File: config.mk
export PLATFORM = sky130hd
export DESIGN_NAME = sep_group_or
export DESIGN_NICKNAME = d
export VERILOG_FILES = /design/src/rtl/sep_pkg.sv /design/src/rtl/sep_group_or.sv
export SDC_FILE = /design/constraint.sdc
export NUM_CORES = 1
export LEC_CHECK = 0
export ABC_CLOCK_PERIOD_IN_PS = 1000
export BUFFER_PORTS_ARGS = -buffer_cell sky130_fd_sc_hd__buf_4
export CORE_AREA = 2 2 112 114
export CTS_CLUSTER_SIZE = 28
export DETAILED_ROUTE_END_ITERATION = 7
export DIE_AREA = 0 0 114 116
export PLACE_DENSITY = 0.52
export SYNTH_ARGS = -nofsm -noshare
export SYNTH_HDL_FRONTEND = slang
export SYNTH_SLANG_ARGS = --single-unit
File: constraint.sdc
create_clock -name clk -period 1 [get_ports clk]
set_input_delay 0.05 -clock clk [delete_from_list [all_inputs] [get_ports clk]]
set_output_delay 0.05 -clock clk [all_outputs]
set_load 0.01 [all_outputs]
File: src/rtl/sep_pkg.sv
// Shared types and constants for the successor extract pool.
// No dependencies; used by every module of the block.
package sep_pkg;

  localparam int unsigned DATA_W  = 32;
  localparam int unsigned REQ_W   = 2;
  localparam int unsigned STAT_W  = 2;
  localparam int unsigned GROUP_N = 8;

  localparam logic [REQ_W-1:0] REQ_CLEAR  = 2'd0;
  localparam logic [REQ_W-1:0] REQ_INSERT = 2'd1;
  localparam logic [REQ_W-1:0] REQ_QUERY  = 2'd2;

  localparam logic [STAT_W-1:0] ST_OK    = 2'd0;
  localparam logic [STAT_W-1:0] ST_EMPTY = 2'd1;
  localparam logic [STAT_W-1:0] ST_FULL  = 2'd2;

  typedef logic signed [DATA_W-1:0] data_t;

  typedef struct packed {
    logic clr;
    logic ins;
    logic ext;
    logic none;
  } cell_ctl_t;

endpackage

File: src/rtl/sep_group_or.sv
// Registered OR reduction of one group of cell pick values.
// Depends on sep_pkg; feeds the final selection in the top level.
module sep_group_or (
  input  logic                                   clk,
  input  logic                                   en,
  input  logic [sep_pkg::GROUP_N-1:0][sep_pkg::DATA_W-1:0] din,
  output logic [sep_pkg::DATA_W-1:0]             dout
);

  logic [sep_pkg::DATA_W-1:0] acc;
  logic [sep_pkg::DATA_W-1:0] dout_r;

  always_comb begin
    acc = '0;
    for (int i = 0; i < sep_pkg::GROUP_N; i++) begin
      acc = acc | din[i];
    end
  end

  always_ff @(posedge clk) begin
    if (en) begin
      dout_r <= acc;
    end
  end

  assign dout = dout_r;

endmodule

# Word-level counts from Yosys, hierarchy flattened
# Cells that the tools add are included.
# totals
reg_bits,32
latchBits,0
ramBits,0
rom_bits,0
input_bits,258
out_inout_bits,32
elab_cells,8
memories,0
# op_classes
addsub,0
multipliers,0
div_mod_pow,0
magnitude_cmp,0
n_eq_ne,0
shifts,0
n_mux,0
n_bitwise,7
reduce_logical,0
# op_table
op,count
$or 32x32->32,7

# Longest topological paths before layout
# logic_depth
depth_word,7
ltp_mapped,2
mapped_depth_nobuf,2

# Least setup slack after synthesis
# Ideal clock, no wire load.
# synth_timing
kind,in2reg
start,in din[32] (netlist bit)
end,"reg dout_r, in the netlist dout[0], data pin"
setup_time_ns,0.263
arrival_time_ns,0.356
required_ns,0.737
setup_slack_ns,0.381
path_stages,2
n_path_buf,0
cell_sequence,nor4_1 > nand2_1
# synth_between
elab_chain_len,7
# synth_rtl
item,line_no,text
"start, declared",sep_group_or.sv:6,"input logic [sep_pkg::GROUP_N-1:0][sep_pkg::DATA_W-1:0] din,"
$or 32x32->32 (7 in series),sep_group_or.sv:16,acc = acc | din[i];
"named net acc, one bit",sep_group_or.sv:10,logic [sep_pkg::DATA_W-1:0] acc;
"end signal, assigned",sep_group_or.sv:22,dout_r <= acc;
"end, declared",sep_group_or.sv:11,logic [sep_pkg::DATA_W-1:0] dout_r;
# The timed path passes the listed nets, and every way through them passes these cells.
# A chain may end at the register's enable or synchronous reset.

# Worst setup path in the final report
# layout_timing
start,"reg dout_r, in the netlist dout[24]"
end,out dout[24] (netlist bit)
# layout_lines
item,line_no,text
"end, declared",sep_group_or.sv:7,output logic [sep_pkg::DATA_W-1:0] dout
# No word-level cell between the ends.

==> flow_summary_export.csv <==
group,metric,value,unit
run_status,status,"complete, no violations",
die,die_h,116,um
placement,gp_congestion,0.802,
critical_path,cp.arrival,0.84,ns
critical_path,max_stage_delay,0.40,ns
power_and_ir_drop,ir_worst_vdd,543,uV
cells_and_area,fillerInstances,1220,
route,num_vias,2324,
timing,slew_headroom,78.1,%
cells_and_area,layout-drive-gt1-share,69.2,%
cells_and_area,layout.cells.non_filler,574,
critical_path,cp.required,0.95,ns
clock_tree,hold_buffers,0,
logic_synthesis,syn-instance-count,128,
clock_tree,clk_pin_slew,0.05,ns
cells_and_area,register_area,961,um^2
min_path,hold_path_class,"in2reg",
cells_and_area,fin_nets,683,
power_and_ir_drop,p_leak,1.82,nW
critical_path,critical_path.slowest_cell,"edfxtp_1",
logic_synthesis,ys_seq_elements,32,
timing,layout_worst_path_cycle_share,89.2,%
logic_synthesis,synth_cell_type_count,3,
timing,hold_ws,0.0317,ns
placement,dpl.cell_count,565,
clock_tree,cts_max_path_buffers,2,
critical_path,cp-end-kind,"primary output",
die,die-area,0.0132,mm^2
cells_and_area,largest_register_ffs,32,
clock_tree,cts.repair.resized,0,
critical_path,worstSetupPathType,"reg2out",
timing,rsz0062_at_grt,"no",
grt,grt_pass1_vias,2463,
timing,hold_viol_final,0,
placement,dpl.hpwl,6.91,mm
flow_run,cap_violations,0,
clock_tree,htreeDepth,2,
die,initial_core_util,12.4,%
route,wl_per_cell,13.7,um
critical_path,critical_path.endpoint,"dout[24]",
route,first_pass_iters,4,
logic_synthesis,syn_area_per_cell,11.6,um^2
critical_path,cp_top_family,"flip-flops",
route,ant_nets,0,
placement,port_buffers,289,
critical_path,crit_cells,1,
cells_and_area,syn2layout_area_growth,170,%
critical_path,startpoint,"dout[24]",
timing,tightest_slew,0.326,ns
route,drt-total-wl,7.84,mm
route,drcViolationCount,0,
critical_path,crit_buf_inv,1,
clock_tree,cts_tree,"done",
power_and_ir_drop,power.density,1010,mW/mm^2
clock_tree,root_buffer,"clkbuf_16",
route,dr.first_iter.drc_count,23,
clock_tree,post_cts_buffers,0,
logic_synthesis,synth.yosys.seq_area_share,64.9,%
power_and_ir_drop,finalPower,4.02,mW
clock_tree,cts.sinks,32,
die,core-area,0.0119,mm^2
grt,grt_usage,10.9,%
timing,drv_slew,0,
die,die-width,114,um
grt,grt-ovfl-total,0,
logic_synthesis,syn_nets,386,
route,via_per_inst,4.05,
clock_tree,cts_buffers,5,
grt,grt_max_degree,33,
logic_synthesis,synth_warnings,0,
timing,timing.fmax,1120,MHz
grt,antenna_found_initial,1,
critical_path,crit_chain,"buf_4",
timing,setup_tns,0,ns
logic_synthesis,synth_area,0.00148,mm^2
critical_path,cp_max_fo,1,
timing,setup_viol_count_final,0,
timing,fin_crit,0.892,ns
die,ioPinCount,290,
die,rows,40,
cells_and_area,multiInputGateArea,520,um^2
grt,grt_pass1_wl,11.1,mm
critical_path,start_kind,"register",
==> layout by cell type (no fill, tap or decap) <==
cell / n
clkbuf_1: 2
nand2_1: 32
buf_12: 1
clkbuf_16: 5
nor4_1: 64
buf_4: 289
clkinv_1: 1
edfxtp_1: 32
diode_2: 1
==> area by class of cell <==
class | count | share of cell area (%)
repair buffers | 290 | 54.8
flip-flops and latches | 32 | 24.1
multi-input cells | 96 | 13.0
well taps | 147 | 4.61
clock buffers | 7 | 3.32
clock inverters | 1 | 0.0940
diodes | 1 | 0.0627
==> logic make-up (layout without fill, tap and decap cells) <==
family	after synthesis	count (layout)	share of synthesized area (%)
flip-flops	32	32	64.9
buffers and inverters	0	298	0
other	0	1	0
AND/OR/NAND/NOR	96	96	35.1
==> per-stage QoR <==
step | instance area (um^2) | utilization (%) | setup slack [ns]
floorplan | 1480 | - | 0.381
global placement | 3850 | 32.4 | 0.108
detailed placement | 3850 | 32.4 | 0.118
CTS | 3990 | 33.5 | 0.0653
global route | 3990 | 33.5 | 0.0566
finish | 3990 | 33.5 | 0.108
==> per-layer routing <==
metal  vias to the layer above  global-route usage [%]  part of all wire (%)  wire length [um]
met2                       167                    20.8                    51              4030
met5                         -                       0                     0                 0
li1                       1142                       -                     -                 -
met3                        13                    3.50                    10               821
met1                      1002                    11.2                    36              2820
met4                         0                    3.90                   2.1               164
==> synthesized netlist by cell type, drive strengths merged <==
| master | instances | area [um^2] |
|---|---|---|
| nor4 | 64 | 400 |
| edfxtp | 32 | 961 |
| nand2 | 32 | 120 |
==> worst min path at each step <==
stage / startpoint / endpoint / slack [ns] / cells past startpoint
finish: din[248] / dout[24] / 0.03 / 3
global route: din[207] / dout[15] / 0.04 / 3
CTS: din[248] / dout[24] / 0.03 / 3
detailed placement: din[236] / dout[12] / 0.31 / 3
floorplan: en / dout[0] / 0.16 / 0
global placement: din[253] / dout[29] / 0.31 / 3
==> power breakdown <==
part	switching, mW	leakage [nW]	internal [mW]	total (mW)
sequential	0.0199	0.323	1.54	1.56
combinational	0.273	1.43	0.745	1.02
clock	0.523	0.0656	0.915	1.44
total	0.816	1.82	3.20	4.02
No activity file was read; power rests on OpenSTA's default activity.
