$ cat src/rtl/sep_pkg.sv
// Shared types and constants for the successor extract pool.
// No dependencies; used by every module of the block.
package sep_pkg;

  localparam int unsigned DATA_W  = 32;
  localparam int unsigned REQ_W   = 2;
  localparam int unsigned STAT_W  = 2;
  localparam int unsigned GROUP_N = 8;

  localparam logic [REQ_W-1:0] REQ_CLEAR  = 2'd0;
  localparam logic [REQ_W-1:0] REQ_INSERT = 2'd1;
  localparam logic [REQ_W-1:0] REQ_QUERY  = 2'd2;

  localparam logic [STAT_W-1:0] ST_OK    = 2'd0;
  localparam logic [STAT_W-1:0] ST_EMPTY = 2'd1;
  localparam logic [STAT_W-1:0] ST_FULL  = 2'd2;

  typedef logic signed [DATA_W-1:0] data_t;

  typedef struct packed {
    logic clr;
    logic ins;
    logic ext;
    logic none;
  } cell_ctl_t;

endpackage

$ cat src/rtl/sep_cell.sv
// One cell of the sorted chain: holds one pool entry and its valid bit.
// Depends on sep_pkg; exchanges data with both neighbors every cycle.
module sep_cell (
  input  logic               clk,
  input  logic               rst_n,
  input  sep_pkg::cell_ctl_t ctl,
  input  sep_pkg::data_t     key,
  input  sep_pkg::data_t     prev_val,
  input  logic               prev_valid,
  input  logic               prev_above,
  input  logic               prev_gt,
  input  sep_pkg::data_t     next_val,
  input  logic               next_valid,
  output sep_pkg::data_t     val,
  output logic               valid,
  output logic               above,
  output logic               gt,
  output sep_pkg::data_t     pick
);

  sep_pkg::data_t val_r;
  sep_pkg::data_t val_nxt;
  logic           valid_r;
  logic           valid_nxt;
  logic           key_less;

  assign key_less = val_r > key;
  assign gt       = valid_r && key_less;
  assign above    = !valid_r || key_less;
  assign val      = val_r;
  assign valid    = valid_r;
  assign pick     = (gt && !prev_gt) ? val_r : '0;

  always_comb begin
    val_nxt   = val_r;
    valid_nxt = valid_r;
    if (ctl.clr) begin
      valid_nxt = 1'b0;
    end else if (ctl.ins) begin
      if (above) begin
        val_nxt   = prev_above ? prev_val : key;
        valid_nxt = valid_r || prev_valid;
      end
    end else if (ctl.ext) begin
      if (gt || ctl.none) begin
        val_nxt   = next_val;
        valid_nxt = next_valid;
      end
    end
  end

  always_ff @(posedge clk) begin
    if (!rst_n) begin
      valid_r <= 1'b0;
    end else begin
      valid_r <= valid_nxt;
    end
  end

  always_ff @(posedge clk) begin
    val_r <= val_nxt;
  end

endmodule

$ cat config.mk
export PLATFORM = sky130hd
export DESIGN_NAME = sep_cell
export DESIGN_NICKNAME = d
export VERILOG_FILES = /design/src/rtl/sep_pkg.sv /design/src/rtl/sep_cell.sv
export SDC_FILE = /design/constraint.sdc
export NUM_CORES = 1
export LEC_CHECK = 0
export BUFFER_PORTS_ARGS = -buffer_cell sky130_fd_sc_hd__buf_2
export CAP_MARGIN = 5
export CORE_UTILIZATION = 44
export CTS_CLUSTER_DIAMETER = 30
export DETAILED_ROUTE_END_ITERATION = 8
export GPL_ROUTABILITY_DRIVEN = 0
export GPL_TIMING_DRIVEN = 0
export PLACE_DENSITY = 0.82
export SYNTH_ARGS = -nofsm -noshare
export SYNTH_HDL_FRONTEND = slang
export SYNTH_SLANG_ARGS = --single-unit
$ cat constraint.sdc
create_clock -name clk -period 6.8 [get_ports clk]
set_input_delay 0 -clock clk [delete_from_list [all_inputs] [get_ports clk]]
set_output_delay 0 -clock clk [all_outputs]
set_load 0.005 [all_outputs]
# Yosys cells after proc, flatten, opt, wreduce, memory -nomap -nowiden
# Index checks and enable logic that the tools add are counted.
# classes
n_lt_le_gt_ge	1
eq_ne	1
muxes	10
n_bitwise	2
n_reduce_logical	12
# ops
op	count
32-bit two-way mux	6
32-bit greater-than comparator	1
1-bit two-way mux	4
4-bit AND reduction	1
2-bit nonzero test	2
1-bit logical OR	3
3-bit AND reduction	1
1-bit logical AND	2
1-bit logical NOT	2
2-bit by 1-bit inequality test with 1-bit output (second input constant)	1
1-bit inverter	2
2-bit OR reduction	1
# word_totals
regBits	33
input_bits	106
output_inout_bits	67
elab_cells	28

# Longest topological paths before layout
# logic_depth
word_depth	6
ltp_mapped	10
mapped_depth_nobuf	9

# Worst setup path after synthesis
# No wires, ideal clock.
# synth_timing
kind	reg2reg
start	reg val_r[10], in the netlist val[10]
end	reg val_r[0], in the netlist val[0] (enable)
setup_time_ps	472
t_arrival_ps	4340
t_required_ps	6328
setup_slack_ps	1988
path_stages_with_launch	9
path_buffers	0
period_less_slack_ps	4812
cell_sequence	edfxtp_1 > ha_1 > nand4_1 > nor4_2 > inv_1 > o221ai_1 > a41oi_2 > o21ba_1 > o32ai_1
# synth_via
elab_chain_cells	5
elab_cells_between_ends	7
cone_classes	1 x order compare; 1 x eq/ne; 5 x reduce/logical
# synth_rtl
element	line	source
start, declared	sep_cell.sv:21	sep_pkg::data_t val_r;
start signal, assigned	sep_cell.sv:61	val_r <= val_nxt;
32-bit greater-than comparator *	sep_cell.sv:27	assign key_less = val_r > key;
1-bit logical AND	sep_cell.sv:28	assign gt = valid_r && key_less;
1-bit logical OR	sep_cell.sv:45	if (gt || ctl.none) begin
2-bit nonzero test (no line)	--	
4-bit AND reduction (no line) *	--	
# Every way passes the cells marked *; elsewhere a longest branch is shown, timed or not.
# A chain may end at the register's enable or synchronous reset.

# Final worst setup path
# layout_timing
start	reg val_r[14], in the netlist val[14]
end	reg val_r[19], in the netlist val[19] (enable)
# Same word-level chain as after synthesis.

==> parameters.txt <==
Parameter                              Value

Layout
  Most common cell after layout, fill and taps aside    sky130_fd_sc_hd__buf_2
  Ratio of cells with drive above 1 in the final layout    a little under two fifths
  Number of nets in the layout    around 630
  Most used cells in the layout excluding fill and tap cells    171 x sky130_fd_sc_hd__buf_2, 47 x sky130_fd_sc_hd__a21oi_1, 36 x sky130_fd_sc_hd__inv_1, 35 x sky130_fd_sc_hd__nor2_1
  Number of diodes added for antenna fixing    0
  Layout-stage area growth over the synthesis result    38.9%

Die
  Die X-Extent    81.7 um
  Die area    roughly 0.0067 mm^2
  CORE AREA    between 0.006 and 0.007 mm^2
  Initial core utilization    about 46%
  Core Rows    28
  Height of the die    81.7 um
  I/O pin total    173

GRT
  Vias in the first global route    approximately 2600
  Maximum number of pins on one net before global-route repair    18
  Number of antenna violations at the first check in global routing    0
  Global-route wire length before repair    between 10000 and 15000 um
  All-layer global routing usage    23.0%
  Leftover overflow at the end of global routing    0

Clock tree
  CTS tree    done
  CTS Buffer Depth    2
  Clock transition at the registers of the reported paths    0.08 ns
  Later-pin clock latency in the skew report    0.29 ns
  Clk sink count    33
  Number of post-CTS setup repair buffers    0
  CTS root buffer    sky130_fd_sc_hd__clkbuf_8
  Clock buffers created by TritonCTS    5
  CTS H-Tree Depth    2

Setup path
  Critical path type    flip-flop to flip-flop
  Crit end category    flip-flop
  Critical Path, Cell by Cell    ha_1, nand4_1, nor4_2, inv_1, o221ai_1, a41oi_2, o21ba_1, o32ai_4, buf_16
  Crit path DAT    ~3.6 ns
  Worst Setup Start Kind    flip-flop
  Critical path's slowest cell    sky130_fd_sc_hd__o32ai_4
  Maximum fanout encountered on the critical timing path    17
  Largest incremental delay on the critical path    0.79 ns
  Worst path required time    a little under 7 ns
  Length in cells of the worst reg-to-reg path    9

Route
  Vias per std cell    5.06
  Via count    about 2900
  Drt total wl    7900 um
  DRC violation total after the first TritonRoute iteration    between 90 and 100
  Number of iterations in the first detailed-routing pass    4
  Remaining design rule violation count    0
  Routed wirelength normalized by instance count    around 14 um
  Final antenna-violating net count    0

Logic synthesis
  Synth top area share    roughly a third
  Count of synthesis-stage warnings from yosys    0
  Ys flop type    sky130_fd_sc_hd__edfxtp_1
  Top cells by area in the synthesized netlist    sky130_fd_sc_hd__edfxtp_1 34%, sky130_fd_sc_hd__ha_1 14%, sky130_fd_sc_hd__mux2i_1 11%
  Share of async-settable or async-resettable flops after synthesis    0%
  Number of standard cells after synthesis    ~310
  Post-synthesis sequential area ratio    a little over a third
  Mean instance size in the synthesized netlist    9.04 um^2
  Synthesized netlist net count    between 400 and 500
  Post-synth EDFFs    32
  Area of the mapped netlist    0.00279 mm^2
  #FFs+latches synth    33
  Cell type with the highest aggregate area in the netlist    sky130_fd_sc_hd__edfxtp_1
  Number of distinct library cell variants in the gate-level netlist after synthesis    32

Timing
  Maximum clock rate    ~0.28 GHz
  Final Cycle Share    53.1%
  Max-slew violation total from the final report    0
  Worst rel slew slack    39.4%
  Clock skew after layout    0.0100 ns
  Finish-stage setup viols    0
  Total negative slack    0 ns
  Transition time at the pin with the least slew margin    a little over 0.9 ns
  Crit path time final    roughly 3.6 ns
  Unrepaired setup endpoints after global routing    no
  Final hold vios    0

Placed design
  DP HPWL    approximately 6500 um
  IO Port Bufs    171

Power
  Total design power    0.560 mW
  Worst-case vdd ir drop    0.104 mV
  Areal power density over the cells    ~140 mW/mm^2
  Static leakage    2.07 nW

Hold path
  Hold/Removal Path Class    input port to flip-flop
  Worst hold path depth    3

Run status
  Status    finished clean

Run
  Max-cap violations    0
==> report_power, final <==
| part | internal (mW) | switching (mW) | leakage [nW] |
|---|---|---|---|
| Clock | 0.0690 | 0.0756 | 0.0430 |
| Sequential | 0.242 | 0.0102 | 0.308 |
| Combinational | 0.0782 | 0.0841 | 1.72 |
| Total | 0.390 | 0.170 | 2.07 |
==> cells in the mapped netlist, types with 2 or more instances <==
| cell type | count |
|---|---|
| sky130_fd_sc_hd__a21oi_1 | 47 |
| sky130_fd_sc_hd__a221oi_1 | 2 |
| sky130_fd_sc_hd__and2_1 | 31 |
| sky130_fd_sc_hd__buf_1 | 5 |
| sky130_fd_sc_hd__buf_6 | 3 |
| sky130_fd_sc_hd__clkbuf_1 | 6 |
| sky130_fd_sc_hd__edfxtp_1 | 32 |
| sky130_fd_sc_hd__ha_1 | 32 |
| sky130_fd_sc_hd__inv_1 | 36 |
| sky130_fd_sc_hd__mux2i_1 | 32 |
| sky130_fd_sc_hd__nand2_1 | 11 |
| sky130_fd_sc_hd__nand2b_1 | 5 |
| sky130_fd_sc_hd__nand3_1 | 3 |
| sky130_fd_sc_hd__nand4_1 | 6 |
| sky130_fd_sc_hd__nor2_1 | 35 |
| sky130_fd_sc_hd__nor4_1 | 2 |
| sky130_fd_sc_hd__o21a_1 | 2 |
| sky130_fd_sc_hd__o21ai_0 | 5 |
==> worst paths after layout <==
path | slack (ns) | startpoint | to
worst max-delay path | 3.19 | val[14]$_DFFE_PP_ | val[19]$_DFFE_PP_
worst max register to register | 3.19 | val[14]$_DFFE_PP_ | val[19]$_DFFE_PP_
worst min register to register | 0.84 | valid$_SDFFE_PP0P_ | valid$_SDFFE_PP0P_
worst min-delay path | 0.03 | next_val[8] | val[8]$_DFFE_PP_
==> sequential cells by signal, indices dropped and copies added, names as in the netlist <==
signal,flops
val,32
valid,1
==> routing by layer <==
layer | vias up | routed length, um | GRT usage (%)
met5 | - | 0 | 0
met2 | 110 | 4280 | 44.5
met4 | 0 | 79 | 6.32
li1 | 1444 | - | -
met3 | 6 | 344 | 2.33
met1 | 1298 | 3190 | 26.4
==> critical path: cells and delay by family, from the launching register on <==
family,cells,cell delay [ns]
AO/OA/AOI/OAI,4,1.70
adder cells (fa/ha/maj),1,0.34
buffers and inverters,2,0.32
flip-flops,1,0.43
AND/OR/NAND/NOR,2,0.52
==> cell type report <==
type	count	area, um^2
fillers	542	2150
clock inverters	3	12.5
multi-input cells	226	1620
flip-flops and latches	33	981
clock buffers	5	68.8
inverters	36	135
well taps	75	93.8
plain buffers	14	75.1
repair buffers	173	893
==> stage by stage <==
step	instances	setup WS [ns]	hold slack (ns)	area, um^2	util [%]
6_report	565	3.19	0.0291	3880	64.4
5_1_grt	565	2.98	0.0468	3880	64.4
4_1_cts	565	3.17	0.0237	3880	64.4
3_5_place_dp	556	3.18	0.244	3790	62.9
3_3_place_gp	555	0.452	0.232	3740	62.1
2_1_floorplan	309	1.99	0.0353	2790	-
==> cells by family (layout without fill, tap and decap cells) <==
family,count (synthesis),count (layout),share of synthesized area [%]
buffers and inverters,50,231,7.53
AND/OR/NAND/NOR,99,99,18.6
multiplexers,32,32,11.5
flip-flops,33,33,35.1
adder cells (fa/ha/maj),32,32,14.3
AO/OA/AOI/OAI,63,63,12.9
==> repair_timing <==
action                                 in CTS  in global routing
endpoints found under the hold margin       1                  0
hold buffers                                1                  0
gates resized for setup                     0                  0
setup endpoints to repair                   0                  0
Power figures use the tool's default switching activity.
